`config.mk`:
```
export PLATFORM = sky130hd
export DESIGN_NAME = wheel_fault_monitor_flat
export DESIGN_NICKNAME = d
export VERILOG_FILES = /design/src/wfm_pkg.sv /design/src/wfm_chan_if.sv /design/src/wheel_fault_monitor.sv /design/src/wfm_lane.sv /design/src/wfm_merge.sv /design/src/flat_wrapper.sv
export VERILOG_INCLUDE_DIRS = /design/src /design/src/src
export SDC_FILE = /design/constraint.sdc
export NUM_CORES = 1
export LEC_CHECK = 0
export ABC_AREA = 0
export BUFFER_PORTS_ARGS = -buffer_cell sky130_fd_sc_hd__buf_2
export CORE_UTILIZATION = 40
export DETAILED_ROUTE_END_ITERATION = 10
export MAX_ROUTING_LAYER = met4
export PLACE_DENSITY = 0.58
export SYNTH_ARGS = -nofsm -noshare
export SYNTH_HDL_FRONTEND = slang
export SYNTH_SLANG_ARGS = --single-unit
```
`constraint.sdc`:
```
create_clock -name i_clk -period 6.6 [get_ports i_clk]
set_clock_uncertainty 0.05 [all_clocks]
set_input_delay 0.33 -clock i_clk [delete_from_list [all_inputs] [get_ports i_clk]]
set_output_delay 0.33 -clock i_clk [all_outputs]
set_load 0.1 [all_outputs]
```
`src/wheel_fault_monitor_assert.svh`:
```
// Assertion macros shared by the wheel fault monitor RTL.
`ifndef WHEEL_FAULT_MONITOR_ASSERT_SVH
`define WHEEL_FAULT_MONITOR_ASSERT_SVH

// Same-cycle implication, checked on i_clk outside reset.
`define WFM_ASSERT_NOW(label, ante, cons, msg) \
    label: assert property (@(posedge i_clk) disable iff (!i_rst_n) (ante) |-> (cons)) \
        else $error(msg);

// Next-cycle implication, checked on i_clk outside reset.
`define WFM_ASSERT_NEXT(label, ante, cons, msg) \
    label: assert property (@(posedge i_clk) disable iff (!i_rst_n) (ante) |=> (cons)) \
        else $error(msg);

`endif

```
`src/wfm_pkg.sv`:
```
// Types and constants of the wheel fault monitor.
package wfm_pkg;

    localparam int unsigned WHEELS   = 4;
    localparam int unsigned SAMPLE_W = 16;
    localparam int unsigned MAG_W    = SAMPLE_W + 1;
    localparam int unsigned THRESH_W = 15;
    localparam int unsigned MS_W     = 16;
    localparam int unsigned TIME_W   = 32;
    localparam int unsigned REASON_W = 2;
    localparam int unsigned INDEX_W  = 3;
    localparam int unsigned VALUE_W  = 16;

    // Item operations
    localparam logic OP_UPDATE = 1'b0;
    localparam logic OP_RESET  = 1'b1;

    // Fault reasons
    localparam logic [REASON_W-1:0] REASON_NONE    = 2'd0;
    localparam logic [REASON_W-1:0] REASON_RUNAWAY = 2'd1;
    localparam logic [REASON_W-1:0] REASON_STUCK   = 2'd2;

    // Register indexes
    localparam logic [INDEX_W-1:0] REG_MONITOR_ENABLE   = 3'd0;
    localparam logic [INDEX_W-1:0] REG_TARGET_NEAR_ZERO = 3'd1;
    localparam logic [INDEX_W-1:0] REG_SPEED_RUNAWAY    = 3'd2;
    localparam logic [INDEX_W-1:0] REG_TARGET_ACTIVE    = 3'd3;
    localparam logic [INDEX_W-1:0] REG_SPEED_STUCK      = 3'd4;
    localparam logic [INDEX_W-1:0] REG_SUSPECT_MS       = 3'd5;
    localparam logic [INDEX_W-1:0] REG_CLEAR_MS         = 3'd6;

    // Register reset values
    localparam logic                RST_MONITOR_ENABLE   = 1'b1;
    localparam logic [THRESH_W-1:0] RST_TARGET_NEAR_ZERO = 15'd128;
    localparam logic [THRESH_W-1:0] RST_SPEED_RUNAWAY    = 15'd2048;
    localparam logic [THRESH_W-1:0] RST_TARGET_ACTIVE    = 15'd1024;
    localparam logic [THRESH_W-1:0] RST_SPEED_STUCK      = 15'd128;
    localparam logic [MS_W-1:0]     RST_SUSPECT_MS       = 16'd500;
    localparam logic [MS_W-1:0]     RST_CLEAR_MS         = 16'd2000;

    typedef enum logic [2:0] {
        MODE_NORMAL  = 3'b001,
        MODE_SUSPECT = 3'b010,
        MODE_FAULT   = 3'b100
    } t_mode;

    typedef struct packed {
        logic                       op;
        logic [TIME_W-1:0]          now_ms;
        logic signed [SAMPLE_W-1:0] target_fl;
        logic signed [SAMPLE_W-1:0] target_rl;
        logic signed [SAMPLE_W-1:0] target_fr;
        logic signed [SAMPLE_W-1:0] target_rr;
        logic signed [SAMPLE_W-1:0] speed_fl;
        logic signed [SAMPLE_W-1:0] speed_rl;
        logic signed [SAMPLE_W-1:0] speed_fr;
        logic signed [SAMPLE_W-1:0] speed_rr;
    } t_in_item;

    typedef struct packed {
        logic [WHEELS-1:0]   fault_mask;
        logic [WHEELS-1:0]   enable_mask;
        logic [WHEELS-1:0]   pid_clear_mask;
        logic                critical;
        logic [REASON_W-1:0] reason_fl;
        logic [REASON_W-1:0] reason_rl;
        logic [REASON_W-1:0] reason_fr;
        logic [REASON_W-1:0] reason_rr;
    } t_out_item;

    typedef struct packed {
        logic [INDEX_W-1:0] index;
        logic [VALUE_W-1:0] value;
    } t_cfg_beat;

    // Settings seen by every lane
    typedef struct packed {
        logic                enable;
        logic [THRESH_W-1:0] target_near_zero;
        logic [THRESH_W-1:0] speed_runaway;
        logic [THRESH_W-1:0] target_active;
        logic [THRESH_W-1:0] speed_stuck;
        logic [MS_W-1:0]     suspect_ms;
        logic [MS_W-1:0]     clear_ms;
    } t_settings;

    // Per-wheel state after the current beat
    typedef struct packed {
        logic                fault;
        logic                enable;
        logic                pid_clear;
        logic [REASON_W-1:0] reason;
    } t_lane_stat;

endpackage

```
`src/wfm_chan_if.sv`:
```
// Valid/ready channel carrying one payload beat.
interface wfm_chan_if #(
    parameter type t_payload = logic
);
    logic     valid;
    logic     ready;
    t_payload data;

    modport source (output valid, output data, input ready);
    modport sink   (input valid, input data, output ready);
endinterface

```
`src/wheel_fault_monitor.sv`:
```
// Wheel fault monitor top level: settings registers, four wheel lanes, merge.
//
// Channels: i_in takes one item per beat (update with samples, or reset of all
// wheels); o_out gives exactly one result beat per item, in order; i_cfg
// writes one settings register per beat and is always ready. Write settings
// only while no result is outstanding.
// Latency: the result of an item is valid in the cycle after it is accepted.
// Throughput: one item per cycle while o_out.ready stays high. The four wheels are checked side by side,
// each in its own lane with a combinational compare and timer subtraction,
// and the merge stage holds one result register.
// When the receiver stalls, the held result stays put and i_in.ready follows
// o_out.ready, so a new item is accepted in the same cycle the old result
// leaves.
// Reset (i_rst_n low, synchronous): every wheel returns to normal with motor
// enabled and no reason, settings take their default values, and the result
// register is emptied. No clearing pass is needed.
module wheel_fault_monitor (
    input  logic        i_clk,
    input  logic        i_rst_n,
    wfm_chan_if.sink    i_in,
    wfm_chan_if.source  o_out,
    wfm_chan_if.sink    i_cfg
);

    wfm_pkg::t_settings                         r_set;
    wfm_pkg::t_in_item                          in_item;
    wfm_pkg::t_cfg_beat                         cfg_beat;
    wfm_pkg::t_lane_stat [wfm_pkg::WHEELS-1:0]  stat;
    logic signed [wfm_pkg::SAMPLE_W-1:0]        target [wfm_pkg::WHEELS];
    logic signed [wfm_pkg::SAMPLE_W-1:0]        speed  [wfm_pkg::WHEELS];
    logic                                       can_take;
    logic                                       fire;

    assign in_item  = i_in.data;
    assign cfg_beat = i_cfg.data;

    assign i_in.ready  = can_take;
    assign fire        = i_in.valid && can_take;
    assign i_cfg.ready = 1'b1;

    always_ff @(posedge i_clk) begin
        if (!i_rst_n) begin
            r_set.enable           <= wfm_pkg::RST_MONITOR_ENABLE;
            r_set.target_near_zero <= wfm_pkg::RST_TARGET_NEAR_ZERO;
            r_set.speed_runaway    <= wfm_pkg::RST_SPEED_RUNAWAY;
            r_set.target_active    <= wfm_pkg::RST_TARGET_ACTIVE;
            r_set.speed_stuck      <= wfm_pkg::RST_SPEED_STUCK;
            r_set.suspect_ms       <= wfm_pkg::RST_SUSPECT_MS;
            r_set.clear_ms         <= wfm_pkg::RST_CLEAR_MS;
        end else if (i_cfg.valid) begin
            case (cfg_beat.index)
                wfm_pkg::REG_MONITOR_ENABLE:
                    r_set.enable <= cfg_beat.value[0];
                wfm_pkg::REG_TARGET_NEAR_ZERO:
                    r_set.target_near_zero <= cfg_beat.value[wfm_pkg::THRESH_W-1:0];
                wfm_pkg::REG_SPEED_RUNAWAY:
                    r_set.speed_runaway <= cfg_beat.value[wfm_pkg::THRESH_W-1:0];
                wfm_pkg::REG_TARGET_ACTIVE:
                    r_set.target_active <= cfg_beat.value[wfm_pkg::THRESH_W-1:0];
                wfm_pkg::REG_SPEED_STUCK:
                    r_set.speed_stuck <= cfg_beat.value[wfm_pkg::THRESH_W-1:0];
                wfm_pkg::REG_SUSPECT_MS:
                    r_set.suspect_ms <= cfg_beat.value[wfm_pkg::MS_W-1:0];
                wfm_pkg::REG_CLEAR_MS:
                    r_set.clear_ms <= cfg_beat.value[wfm_pkg::MS_W-1:0];
                default: begin
                    // drop writes beyond the register list
                end
            endcase
        end
    end

    // Lane order matches mask bit order: fl, rl, fr, rr
    assign target[0] = in_item.target_fl;
    assign target[1] = in_item.target_rl;
    assign target[2] = in_item.target_fr;
    assign target[3] = in_item.target_rr;
    assign speed[0]  = in_item.speed_fl;
    assign speed[1]  = in_item.speed_rl;
    assign speed[2]  = in_item.speed_fr;
    assign speed[3]  = in_item.speed_rr;

    for (genvar g = 0; g < wfm_pkg::WHEELS; g++) begin : g_lane
        wfm_lane u_lane (
            .i_clk    (i_clk),
            .i_rst_n  (i_rst_n),
            .i_fire   (fire),
            .i_op     (in_item.op),
            .i_set    (r_set),
            .i_now_ms (in_item.now_ms),
            .i_target (target[g]),
            .i_speed  (speed[g]),
            .o_stat   (stat[g])
        );
    end

    wfm_merge u_merge (
        .i_clk      (i_clk),
        .i_rst_n    (i_rst_n),
        .i_load     (fire),
        .i_stat     (stat),
        .o_can_take (can_take),
        .o_out      (o_out)
    );

`include "wheel_fault_monitor_assert.svh"

    `WFM_ASSERT_NOW(a_critical_count, o_out.valid, o_out.data.critical == ($countones(o_out.data.fault_mask) >= 2), "critical flag disagrees with fault mask")
    `WFM_ASSERT_NOW(a_pid_in_fault, o_out.valid, (o_out.data.pid_clear_mask & ~o_out.data.fault_mask) == 4'b0000, "PID clear pulse on a wheel not in fault")
    `WFM_ASSERT_NOW(a_enable_fault, o_out.valid, o_out.data.enable_mask == ~o_out.data.fault_mask, "motor enabled on a faulted wheel")
    `WFM_ASSERT_NEXT(a_reset_item, i_in.valid && i_in.ready && (i_in.data.op == wfm_pkg::OP_RESET), o_out.valid && (o_out.data.fault_mask == 4'b0000) && (o_out.data.pid_clear_mask == 4'b0000), "reset item left a wheel faulted")

endmodule

```
`src/wfm_lane.sv`:
```
// One wheel: condition check and normal/suspect/fault state machine.
module wfm_lane (
    input  logic                                        i_clk,
    input  logic                                        i_rst_n,
    input  logic                                        i_fire,
    input  logic                                        i_op,
    input  wfm_pkg::t_settings                          i_set,
    input  logic [wfm_pkg::TIME_W-1:0]                  i_now_ms,
    input  logic signed [wfm_pkg::SAMPLE_W-1:0]         i_target,
    input  logic signed [wfm_pkg::SAMPLE_W-1:0]         i_speed,
    output wfm_pkg::t_lane_stat                         o_stat
);

    wfm_pkg::t_mode                     r_mode, n_mode;
    logic [wfm_pkg::TIME_W-1:0]         r_timer, n_timer;
    logic [wfm_pkg::REASON_W-1:0]       r_reason, n_reason;
    logic                               r_enable, n_enable;
    logic                               pid_clear;

    logic [wfm_pkg::MAG_W-1:0]          t_ext, s_ext, t_mag, s_mag;
    logic                               runaway, stuck, now_bad;
    logic [wfm_pkg::TIME_W-1:0]         elapsed;
    logic                               suspect_done, clear_done;

    // Exact magnitudes: the most negative sample maps to 2^15
    assign t_ext = {i_target[wfm_pkg::SAMPLE_W-1], i_target};
    assign s_ext = {i_speed[wfm_pkg::SAMPLE_W-1], i_speed};
    assign t_mag = i_target[wfm_pkg::SAMPLE_W-1] ? (~t_ext + 1'b1) : t_ext;
    assign s_mag = i_speed[wfm_pkg::SAMPLE_W-1] ? (~s_ext + 1'b1) : s_ext;

    assign runaway = (t_mag < wfm_pkg::MAG_W'(i_set.target_near_zero))
                  && (s_mag > wfm_pkg::MAG_W'(i_set.speed_runaway));
    assign stuck   = (t_mag > wfm_pkg::MAG_W'(i_set.target_active))
                  && (s_mag < wfm_pkg::MAG_W'(i_set.speed_stuck));
    assign now_bad = runaway || stuck;

    // Wrapping difference
    assign elapsed      = i_now_ms - r_timer;
    assign suspect_done = elapsed >= wfm_pkg::TIME_W'(i_set.suspect_ms);
    assign clear_done   = elapsed >= wfm_pkg::TIME_W'(i_set.clear_ms);

    always_comb begin
        n_mode    = r_mode;
        n_timer   = r_timer;
        n_reason  = r_reason;
        n_enable  = r_enable;
        pid_clear = 1'b0;
        if (i_fire) begin
            if (i_op == wfm_pkg::OP_RESET) begin
                n_mode   = wfm_pkg::MODE_NORMAL;
                n_timer  = '0;
                n_reason = wfm_pkg::REASON_NONE;
                n_enable = 1'b1;
            end else if (i_set.enable) begin
                case (r_mode)
                    wfm_pkg::MODE_SUSPECT: begin
                        if (!now_bad) begin
                            n_mode = wfm_pkg::MODE_NORMAL;
                        end else if (suspect_done) begin
                            n_mode    = wfm_pkg::MODE_FAULT;
                            n_reason  = runaway ? wfm_pkg::REASON_RUNAWAY
                                                : wfm_pkg::REASON_STUCK;
                            n_enable  = 1'b0;
                            pid_clear = 1'b1;
                        end
                    end
                    wfm_pkg::MODE_FAULT: begin
                        // Any sighting of the condition restarts the clear window
                        if (now_bad) begin
                            n_timer = i_now_ms;
                        end else if (clear_done) begin
                            n_mode   = wfm_pkg::MODE_NORMAL;
                            n_reason = wfm_pkg::REASON_NONE;
                            n_enable = 1'b1;
                        end
                    end
                    default: begin
                        n_mode = wfm_pkg::MODE_NORMAL;
                        if (now_bad) begin
                            n_mode  = wfm_pkg::MODE_SUSPECT;
                            n_timer = i_now_ms;
                        end
                    end
                endcase
            end
        end
    end

    always_ff @(posedge i_clk) begin
        if (!i_rst_n) begin
            r_mode   <= wfm_pkg::MODE_NORMAL;
            r_timer  <= '0;
            r_reason <= wfm_pkg::REASON_NONE;
            r_enable <= 1'b1;
        end else begin
            r_mode   <= n_mode;
            r_timer  <= n_timer;
            r_reason <= n_reason;
            r_enable <= n_enable;
        end
    end

    assign o_stat.fault     = (n_mode == wfm_pkg::MODE_FAULT);
    assign o_stat.enable    = n_enable;
    assign o_stat.pid_clear = pid_clear;
    assign o_stat.reason    = n_reason;

endmodule

```
`src/wfm_merge.sv`:
```
// Merge of the four lane results into one registered result beat.
module wfm_merge (
    input  logic                                    i_clk,
    input  logic                                    i_rst_n,
    input  logic                                    i_load,
    input  wfm_pkg::t_lane_stat [wfm_pkg::WHEELS-1:0] i_stat,
    output logic                                    o_can_take,
    wfm_chan_if.source                              o_out
);

    logic                           r_valid;
    wfm_pkg::t_out_item             r_item;
    wfm_pkg::t_out_item             n_item;
    logic [wfm_pkg::WHEELS-1:0]     fault_m, en_m, pid_m;
    logic [2:0]                     count;

    always_comb begin
        count = '0;
        for (int i = 0; i < wfm_pkg::WHEELS; i++) begin
            fault_m[i] = i_stat[i].fault;
            en_m[i]    = i_stat[i].enable;
            pid_m[i]   = i_stat[i].pid_clear;
            count      = count + {2'b00, i_stat[i].fault};
        end
    end

    always_comb begin
        n_item.fault_mask     = fault_m;
        n_item.enable_mask    = en_m;
        n_item.pid_clear_mask = pid_m;
        n_item.critical       = (count >= 3'd2);
        n_item.reason_fl      = i_stat[0].reason;
        n_item.reason_rl      = i_stat[1].reason;
        n_item.reason_fr      = i_stat[2].reason;
        n_item.reason_rr      = i_stat[3].reason;
    end

    // Take a new beat when empty or when the held one leaves this cycle
    assign o_can_take = !r_valid || o_out.ready;

    always_ff @(posedge i_clk) begin
        if (!i_rst_n) begin
            r_valid <= 1'b0;
        end else if (i_load) begin
            r_valid <= 1'b1;
        end else if (o_out.ready) begin
            r_valid <= 1'b0;
        end
    end

    always_ff @(posedge i_clk) begin
        if (i_load) begin
            r_item <= n_item;
        end
    end

    assign o_out.valid = r_valid;
    assign o_out.data  = r_item;

endmodule

```
`src/flat_wrapper.sv`:
```
// flat-port wrapper written by rule: the top's interface ports become plain ports
module wheel_fault_monitor_flat 
  (i_clk, i_rst_n, i_in_valid, i_in_data, i_in_ready, o_out_valid, o_out_data, o_out_ready, i_cfg_valid, i_cfg_data, i_cfg_ready);
  wfm_chan_if #(.t_payload(wfm_pkg::t_in_item)) i_in_i ();
  wfm_chan_if #(.t_payload(wfm_pkg::t_out_item)) o_out_i ();
  wfm_chan_if #(.t_payload(wfm_pkg::t_cfg_beat)) i_cfg_i ();
  input  logic i_clk;
  input  logic i_rst_n;
  input wire logic [$bits(i_in_i.valid)-1:0] i_in_valid;
  input wire logic [$bits(i_in_i.data)-1:0] i_in_data;
  output wire logic [$bits(i_in_i.ready)-1:0] i_in_ready;
  output wire logic [$bits(o_out_i.valid)-1:0] o_out_valid;
  output wire logic [$bits(o_out_i.data)-1:0] o_out_data;
  input wire logic [$bits(o_out_i.ready)-1:0] o_out_ready;
  input wire logic [$bits(i_cfg_i.valid)-1:0] i_cfg_valid;
  input wire logic [$bits(i_cfg_i.data)-1:0] i_cfg_data;
  output wire logic [$bits(i_cfg_i.ready)-1:0] i_cfg_ready;
  assign i_in_i.valid = i_in_valid;
  assign i_in_i.data = i_in_data;
  assign i_in_ready = i_in_i.ready;
  assign o_out_valid = o_out_i.valid;
  assign o_out_data = o_out_i.data;
  assign o_out_i.ready = o_out_ready;
  assign i_cfg_i.valid = i_cfg_valid;
  assign i_cfg_i.data = i_cfg_data;
  assign i_cfg_ready = i_cfg_i.ready;
  wheel_fault_monitor u_core (.i_clk(i_clk), .i_rst_n(i_rst_n), .i_in(i_in_i), .o_out(o_out_i), .i_cfg(i_cfg_i));
endmodule
```
# Word-level counts from Yosys, hierarchy flattened
# Cells that the tools add are included.
[word_totals] in_bits=185 elab_cells=285 out_inout_bits=24 regBits=267
[op_classes] n_reduce_logical=37 n_addsub=15 bitwise_logic=17 n_lt_le_gt_ge=25 eq_ne=22 mux=134
[ops] operator="$mux 32" count=16
[ops] operator="$ge 32x16->1" count=8
[ops] operator="$add 17x1->17 const B" count=8
[ops] operator="$gt 17x15->1" count=8
[ops] operator="$lt 17x15->1" count=8
[ops] operator="$mux 17" count=8
[ops] operator="$not 17->17" count=8
[ops] operator="$sub 32x32->32" count=4
[ops] operator="$mux 3" count=28
[ops] operator="$mux 2" count=36
[ops] operator="$mux 1" count=34
[ops] operator="$eq 3x3->1 const B" count=11
[ops] operator="$pmux 3 s2" count=4
[ops] operator="$eq 3x2->1 const B" count=6
[ops] operator="$pmux 2 s2" count=4
[ops] operator="$reduce_and 4->1" count=4
[ops] operator="$reduce_or 4->1" count=4
[ops] operator="$reduce_and 2->1" count=7
[ops] operator="$reduce_bool 2->1" count=6
[ops] operator="$logic_and 1x1->1" count=9
[ops] operator="$not 1->1" count=9
[ops] operator="$ne 2x2->1 const B" count=4
[ops] operator="$pmux 1 s2" count=4
[ops] operator="$logic_or 1x1->1" count=5
[ops] operator="other kinds (7)" count=7

# Longest topological paths before layout
# Gate-level depths: netlist of the first run.
[logic_depth] ltp_word=16 mapped_depth=25 mapped_depth_nobuf=24

# By module
# From an unflattened synthesis of the first run, not the netlist that was laid out.
[hier_totals] cells_unflattened=3855 hier_area_um2=29913.7
[by_module_without_submodules] mod="wfm_lane (u_core.g_lane[2].u_lane ...)" area_each_um2=6226.0 seq_area_each_um2=760.7 cells_per_inst=843 instances=2
[by_module_without_submodules] mod="wfm_lane (u_core.g_lane[0].u_lane)" area_each_um2=6661.4 seq_area_each_um2=760.7 cells_per_inst=900 instances=1
[by_module_without_submodules] mod="wfm_lane (u_core.g_lane[1].u_lane)" area_each_um2=6516.2 seq_area_each_um2=760.7 cells_per_inst=898 instances=1
[by_module_without_submodules] mod="wheel_fault_monitor" area_each_um2=3564.7 seq_area_each_um2=1861.8 cells_per_inst=340 instances=1
[by_module_without_submodules] mod="wfm_merge" area_each_um2=719.4 seq_area_each_um2=650.6 cells_per_inst=31 instances=1

# Least setup slack after synthesis of the first run
# Ideal clock, no wire load.
[synth_timing] path_type="reg2reg" startpoint="register u_core.u_merge.r_valid (netlist: u_core.u_merge.o_out.valid)" endpoint="register u_core.u_merge.r_item (netlist bit u_core.u_merge.o_out.data[8]), data pin" stages_incl_launch_ff=13 n_path_buf=1 period_less_slack_ns=4.916 slack_ns=1.684 setup_time_ns=0.165 t_required_ns=6.385 t_arrival_ns=4.701 path_cell_list="dfxtp_1 -> nand2b_1 -> and2_1 -> clkbuf_1 -> inv_1 -> nor2_1 -> and2_1 -> inv_1 -> a211oi_1 -> a221oi_1 -> or3_1 -> fa_1 -> o31ai_2"
[synth_lines] element="start: declaration" line="wfm_merge.sv:11" rtl="logic r_valid;"
[synth_lines] element="start signal: assignment" line="wfm_merge.sv:43" rtl="r_valid <= 1'b0;"
[synth_lines] element="start signal: assignment" line="wfm_merge.sv:45" rtl="r_valid <= 1'b1;"
[synth_lines] element="start signal: assignment" line="wfm_merge.sv:47" rtl="r_valid <= 1'b0;"
[synth_lines] element="end signal: assignment" line="wfm_merge.sv:53" rtl="r_item <= n_item;"
[synth_lines] element="end: declaration" line="wfm_merge.sv:12" rtl="wfm_pkg::t_out_item r_item;"

==> results.cfg, run 1 <==
[cts]
tritoncts = done
clk_latency_ns = 0.59
cts.path.max_buffers = 3
clk_pin_slew_ns = 0.06
cts_root_buf = clkbuf_16
htree_levels = 1
clock-sinks = 267
post_cts_buffers = 0
cts_hold_buf = 3
numCtsBuffers = 30
cts_resized = 0

[power_and_ir_drop]
seq_power_share_pct = 28.5
pwr-share-comb_pct = 39.3
ir_worst_vdd_mv = 0.244
switching_power_mw = 2.25
p_clk_share_pct = 32.2
power_density_nw_per_um2 = 189
intPower_mw = 3.80
leakagePower_nw = 13.3
swShare_pct = 37.2

[placed_design]
place_hpwl_mm = 81.6
place_area_sq_um = 30800
place_congestion = 0.962
portBuffers = 207
dp_cells = 4784

[sta]
slew_violations = 0
fmaxAchievable_ghz = 0.171
finalSetupTns_ns = 0
post-route-min-period_ns = 5.83
finalSetupViolCount = 0
hold_viol = 0
tightestPinTransition_ns = 1.21
slew_headroom_pct = 18.9
finalCritPeriodShare_pct = 88.4
rsz0062_at_grt = false

[critical_path]
worstPathCellList = inv_1 > ha_1 > nand4_1 > nor2_1 > a21boi_0 > nor3_1 > o21ai_0 > xor2_1 > ha_1 > a21o_1 > a21o_1 > a21oi_1 > o21ai_0 > nor2_1 > a211oi_1 > a221oi_1 > or3_1 > fa_1 > o31ai_2
crit_arrival_ns = 6.20
path_depth = 19
ff2ff_path_depth = 19
cp-start-kind = flip-flop
r2r_slack_ns = 0.77
cpMaxStageDelayCell = o21ai_0
cp_slowest_stage_delay_ns = 0.64
critPathMaxFanout = 8
cp-end-kind = flip-flop
r2r_start = u_core.g_lane[2].u_lane.r_timer[10]
worst_r2r_endpoint = u_core.u_merge.o_out.data[8]
worst-path-buf-inv = 1
cp-endpoint = u_core.u_merge.o_out.data[8]
path_class = flip-flop to flip-flop
crit_path_start = u_core.g_lane[2].u_lane.r_timer[10]
worstPathRequired_ns = 6.97
crit_family = compound AO/OA/AOI/OAI gates

[finish]
area_growth_pct = 10.6
instances_no_fill = 4844
layout_common_cells = 492 x ha_1, 411 x nand2_1, 331 x nor2_1, 322 x a21oi_1, 271 x inv_1
final_core_util_pct = 44.8
nNetsFinal = 4551
drive_above_1_share_pct = 9.20
layout_commonest_cell = ha_1
design_area_sq_um = 32000

[run]
maxCapViolations = 0

[routing]
antenna_left = 0
drt-total-wl_mm = 101
viasPerCell = 5.77
first_pass_iters = 8
drt_drc_violations_left = 0
num_vias = 27900
wl_per_cell_um = 20.8
first_iter_violations = 1952

[die]
coreArea_sq_um = 71500
row_count = 98
fp.dieW_um = 271
die_h_um = 271
io_pins = 209
start_util_pct = 40.5
dieArea_sq_um = 73400

[synth]
async_reset_ff_share_pct = 0
synth_edf_count = 21
yosysSeqAreaShare_pct = 19.2
synth.top_cell.area_share_pct = 21.3
synth_flop_cell = dfxtp_1
syn_area_sq_um = 28900
synth_top_cell_by_area = ha_1
synth_cell_types = 100
avgSynthCellArea_sq_um = 7.77
syn-num-nets = 4404
ys_ff_latch = 267
yosys_warnings = 0
synth_cells = 3722
synthTopCellsByArea = ha_1 21%, dfxtp_1 17%, a21oi_1 5.6%, nand2_1 5.3%, mux2i_1 4.8%

[global_route]
antenna_found_initial = 0
grt_max_degree = 77
track_usage_pct = 27.3
grt_pass1_wl_mm = 153
grt_pass1_vias = 26700
overflow = 0

[worst_hold_path]
holdPathStages = 3
hold_path_class = primary input to flip-flop

[status]
status = complete, no violations
==> cell type report <==
type / instances / area (sq um)
Antenna cell: 1 / 2.50
Clock buffer: 40 / 890
Clock inverter: 16 / 267
Fill cell: 7423 / 39500
Inverter: 272 / 1030
Multi-Input combinational cell: 3069 / 21900
Sequential cell: 267 / 5560
Tap cell: 950 / 1190
Timing Repair Buffer: 229 / 1210
==> worst reg2reg max path: stages (launching register included) <==
cell and delay (ns):
dfxtp_1 0.33, inv_1 0.04, ha_1 0.42, nand4_1 0.19, nor2_1 0.16, a21boi_0 0.63, nor3_1 0.16, o21ai_0 0.64
xor2_1 0.37, ha_1 0.32, a21o_1 0.18, a21o_1 0.16, a21oi_1 0.13, o21ai_0 0.10, nor2_1 0.33, a211oi_1 0.20
a221oi_1 0.37, or3_1 0.20, fa_1 0.44, o31ai_2 0.25
==> metrics by stage <==
step | setup WS (ns) | hold WS, ns | total power, mW
3_3_place_gp | 0.890 | 0.392 | 4.08
4_1_cts | 0.955 | 0.0211 | 6.06
5_1_grt | 0.637 | 0.0521 | 6.41
2_1_floorplan | 1.68 | 0.386 | 3.39
3_5_place_dp | 0.795 | 0.397 | 4.09
6_report | 0.768 | 0.0446 | 6.06
==> routing by layer <==
layer | share of wire, % | wire length [um] | GRT usage [%] | vias to the layer above
li1 | - | - | - | 13800
met5 | 0 | 0 | - | -
met3 | 4.7 | 4720 | 1.62 | 161
met1 | 45 | 45200 | 34.9 | 13100
met4 | 3.1 | 3110 | 8.07 | 0
met2 | 47 | 47600 | 46.0 | 856
==> cells by family (layout without fill, tap and decap cells) <==
| group | count (synthesis) | count (layout) | synth area share [%] |
|---|---|---|---|
| XOR/XNOR | 183 | 183 | 5.54 |
| buffers and inverters | 386 | 557 | 5.30 |
| multiplexers | 143 | 143 | 4.96 |
| flip-flops | 267 | 267 | 19.2 |
| AO/OA/AOI/OAI | 1008 | 1008 | 22.7 |
| adder cells (fa/ha/maj) | 497 | 497 | 21.6 |
| other | 1 | 2 | 0.0130 |
| AND/OR/NAND/NOR | 1237 | 1237 | 20.7 |
==> power by group through the flow <==
stage / sequential [mW] / clock, mW / combinational [mW]
5_1_grt: 1.73 / 2.05 / 2.63
3_3_place_gp: 1.76 / 0 / 2.33
4_1_cts: 1.72 / 1.99 / 2.35
2_1_floorplan: 1.78 / 0 / 1.60
6_report: 1.72 / 1.95 / 2.38
3_5_place_dp: 1.76 / 0 / 2.34
==> registers in the layout, indices dropped and copies added (netlist names) <==
register	flops
u_core.g_lane.u_lane.r_enable	4
u_core.g_lane.u_lane.r_reason	8
u_core.r_set	93
u_core.u_merge.o_out.valid	1
u_core.u_merge.o_out.data	21
u_core.g_lane.u_lane.r_timer	128
u_core.g_lane.u_lane.r_mode	12
==> cells in the mapped netlist, drive strengths merged (14+ instances only) <==
library cell	count
o21ai	195
and2	22
dfxtp	246
clkbuf	90
nor4	31
a2111oi	16
and4	17
nor2b	36
or3	30
mux2i	140
or4	17
a211oi	37
and2b	30
a21o	119
a21boi	14
o41ai	19
nor2	333
o31ai	38
a21oi	326
a31oi	20
o21a	35
nand4	74
edfxtp	21
nand2b	46
nand3	79
ha	492
nor3	52
inv	272
nand2	412
o211ai	39
a211o	18
buf	24
xnor2	148
xor2	35
==> how the worst min path moves through the flow <==
stage | from | to | slack [ns]
2_1_floorplan | u_core.r_set[11] | u_core.r_set[11] | 0.39
3_5_place_dp | u_core.r_set[61] | u_core.r_set[61] | 0.40
4_1_cts | i_cfg_data[11] | u_core.r_set[88] | 0.02
5_1_grt | i_cfg_data[6] | u_core.r_set[68] | 0.05
3_3_place_gp | u_core.r_set[5] | u_core.r_set[5] | 0.39
6_report | i_cfg_data[11] | u_core.r_set[58] | 0.04
Power figures use the tool's default switching activity.
==> run 2: changes to the inputs <==
==> constraint.sdc (replaced) <==
create_clock -name i_clk -period 6.96 [get_ports i_clk]
set_clock_uncertainty 0.05 [all_clocks]
set_input_delay 0.348 -clock i_clk [delete_from_list [all_inputs] [get_ports i_clk]]
set_output_delay 0.348 -clock i_clk [all_outputs]
set_load 0.1 [all_outputs]
==> results.cfg, run 2 (synthesis gave the netlist of run 1 again) <==
[die]
dieArea_sq_um = 73400
io_pins = 209
coreArea_sq_um = 71500
row_count = 98
start_util_pct = 40.5
die_h_um = 271
fp.dieW_um = 271

[critical_path]
cp-end-kind = flip-flop
r2r_slack_ns = 1.23
ff2ff_path_depth = 19
crit_family = compound AO/OA/AOI/OAI gates
cp_slowest_stage_delay_ns = 0.66
worstPathRequired_ns = 7.33
cpMaxStageDelayCell = o21ai_0
cp-start-kind = flip-flop
critPathMaxFanout = 8
worstPathCellList = inv_1 > ha_1 > nand4_1 > nor2_1 > a21boi_0 > nor3_1 > o21ai_0 > xor2_1 > ha_1 > a21o_1 > a21o_1 > a21oi_1 > o21ai_0 > a21oi_1 > nand2_1 > o31a_1 > or3_1 > fa_1 > o31ai_2
crit_arrival_ns = 6.10
r2r_start = u_core.g_lane[2].u_lane.r_timer[10]
worst_r2r_endpoint = u_core.u_merge.o_out.data[8]
worst-path-buf-inv = 1
path_class = flip-flop to flip-flop

[routing]
first_iter_violations = 1835
drt_drc_violations_left = 0
viasPerCell = 5.76
wl_per_cell_um = 20.5
drt-total-wl_mm = 99.4
antenna_left = 0
num_vias = 27900
first_pass_iters = 5

[sta]
hold_ws_ns = 0.0398
tightestPinTransition_ns = 1.15
slew_headroom_pct = 22.2
finalSetupTns_ns = 0
rsz0062_at_grt = false
hold_viol = 0
finalSetupViolCount = 0
fmaxAchievable_ghz = 0.175
slew_violations = 0
post-route-min-period_ns = 5.73
finalCritPeriodShare_pct = 82.3

[finish]
layout_commonest_cell = ha_1
design_area_sq_um = 31900
layout_common_cells = 492 x ha_1, 411 x nand2_1, 331 x nor2_1, 322 x a21oi_1, 271 x inv_1
multi_input_area_sq_um = 21900
register_area_sq_um = 5560
nNetsFinal = 4547
num-fill-cells = 7390
largest_reg_flops = 128
top_register = u_core.g_lane.u_lane.r_timer
drive_above_1_share_pct = 9.18
final_core_util_pct = 44.6
area_growth_pct = 10.2

[power_and_ir_drop]
leakagePower_nw = 13.2
power_density_nw_per_um2 = 175
ir_worst_vdd_mv = 0.194

[worst_hold_path]
hold_path_class = primary input to flip-flop
hp-start = i_cfg_data[14]
holdPathEnd = u_core.r_set[76]
holdPathStages = 3

[cts]
post_cts_buffers = 0
htree_levels = 1
tritoncts = done
cts_root_buf = clkbuf_16
numCtsBuffers = 31
clk_pin_slew_ns = 0.06
clock-sinks = 267
clk_latency_ns = 0.59
cts.path.max_buffers = 3
cts_resized = 0

[global_route]
grt_max_degree = 122
track_usage_pct = 27.0
antenna_found_initial = 1
overflow = 0
grt_pass1_vias = 26800
grt_pass1_wl_mm = 153

[placed_design]
place_congestion = 0.980
portBuffers = 207
place_hpwl_mm = 80.7
place_area_sq_um = 30800

[run]
maxCapViolations = 0

[status]
status = complete, no violations
[run 2: layout make-up]
type                    count  share of cell area, %
diodes                      1                0.00785
clock buffers              35                   2.54
clock inverters            21                  0.765
inverters                 272                   3.22
multi-input cells        3069                   68.6
flip-flops and latches    267                   17.4
well taps                 950                   3.73
repair buffers            224                   3.67
[run 2: metal layers]
metal / routed length [um] / global-route usage, % / vias to the layer above
met5: 0 / - / -
met4: 3300 / 8.80 / 0
met3: 4410 / 1.96 / 155
met2: 46800 / 45.2 / 780
met1: 44900 / 34.2 / 13100
li1: - / - / 13800
[run 2: how the worst max path moves through the flow]
stage	startpoint	endpoint	slack (ns)	cells after the start
3_3_place_gp	i_in_data[138]	u_core.u_merge.o_out.data[8]	1.31	19
3_5_place_dp	i_in_data[138]	u_core.u_merge.o_out.data[8]	1.16	19
2_1_floorplan	u_core.u_merge.o_out.valid	u_core.u_merge.o_out.data[8]	2.04	12
6_report	u_core.g_lane[2].u_lane.r_timer[10]	u_core.u_merge.o_out.data[8]	1.23	19
4_1_cts	u_core.g_lane[2].u_lane.r_timer[10]	u_core.u_merge.o_out.data[8]	1.34	19
5_1_grt	u_core.g_lane[2].u_lane.r_timer[10]	u_core.u_merge.o_out.data[8]	0.74	19
[run 2: through the flow]
stage / setup WS [ns] / total power [mW] / std cells
after floorplan: 2.04 / 3.21 / 3722
after global placement: 1.31 / 3.86 / 4780
after detailed placement: 1.16 / 3.87 / 4780
after CTS: 1.34 / 5.60 / 4838
after global routing: 0.741 / 5.92 / 4839
final: 1.23 / 5.58 / 4839
[run 2: where the power goes]
group	internal, mW	switching [mW]
clock	0.993	0.710
combinational	0.847	1.40
sequential	1.60	0.0327
[run 2: repair_timing]
| item | in CTS | in global routing |
|---|---|---|
| hold buffers | 2 | 0 |
| endpoints found under the setup margin | 0 | 0 |
| endpoints found under the hold margin | 3 | 0 |
[run 2: tightest hold or removal path: stages]
cell     delay [ns]
buf_2          0.15
nand2_1        0.07
a21oi_1        0.05
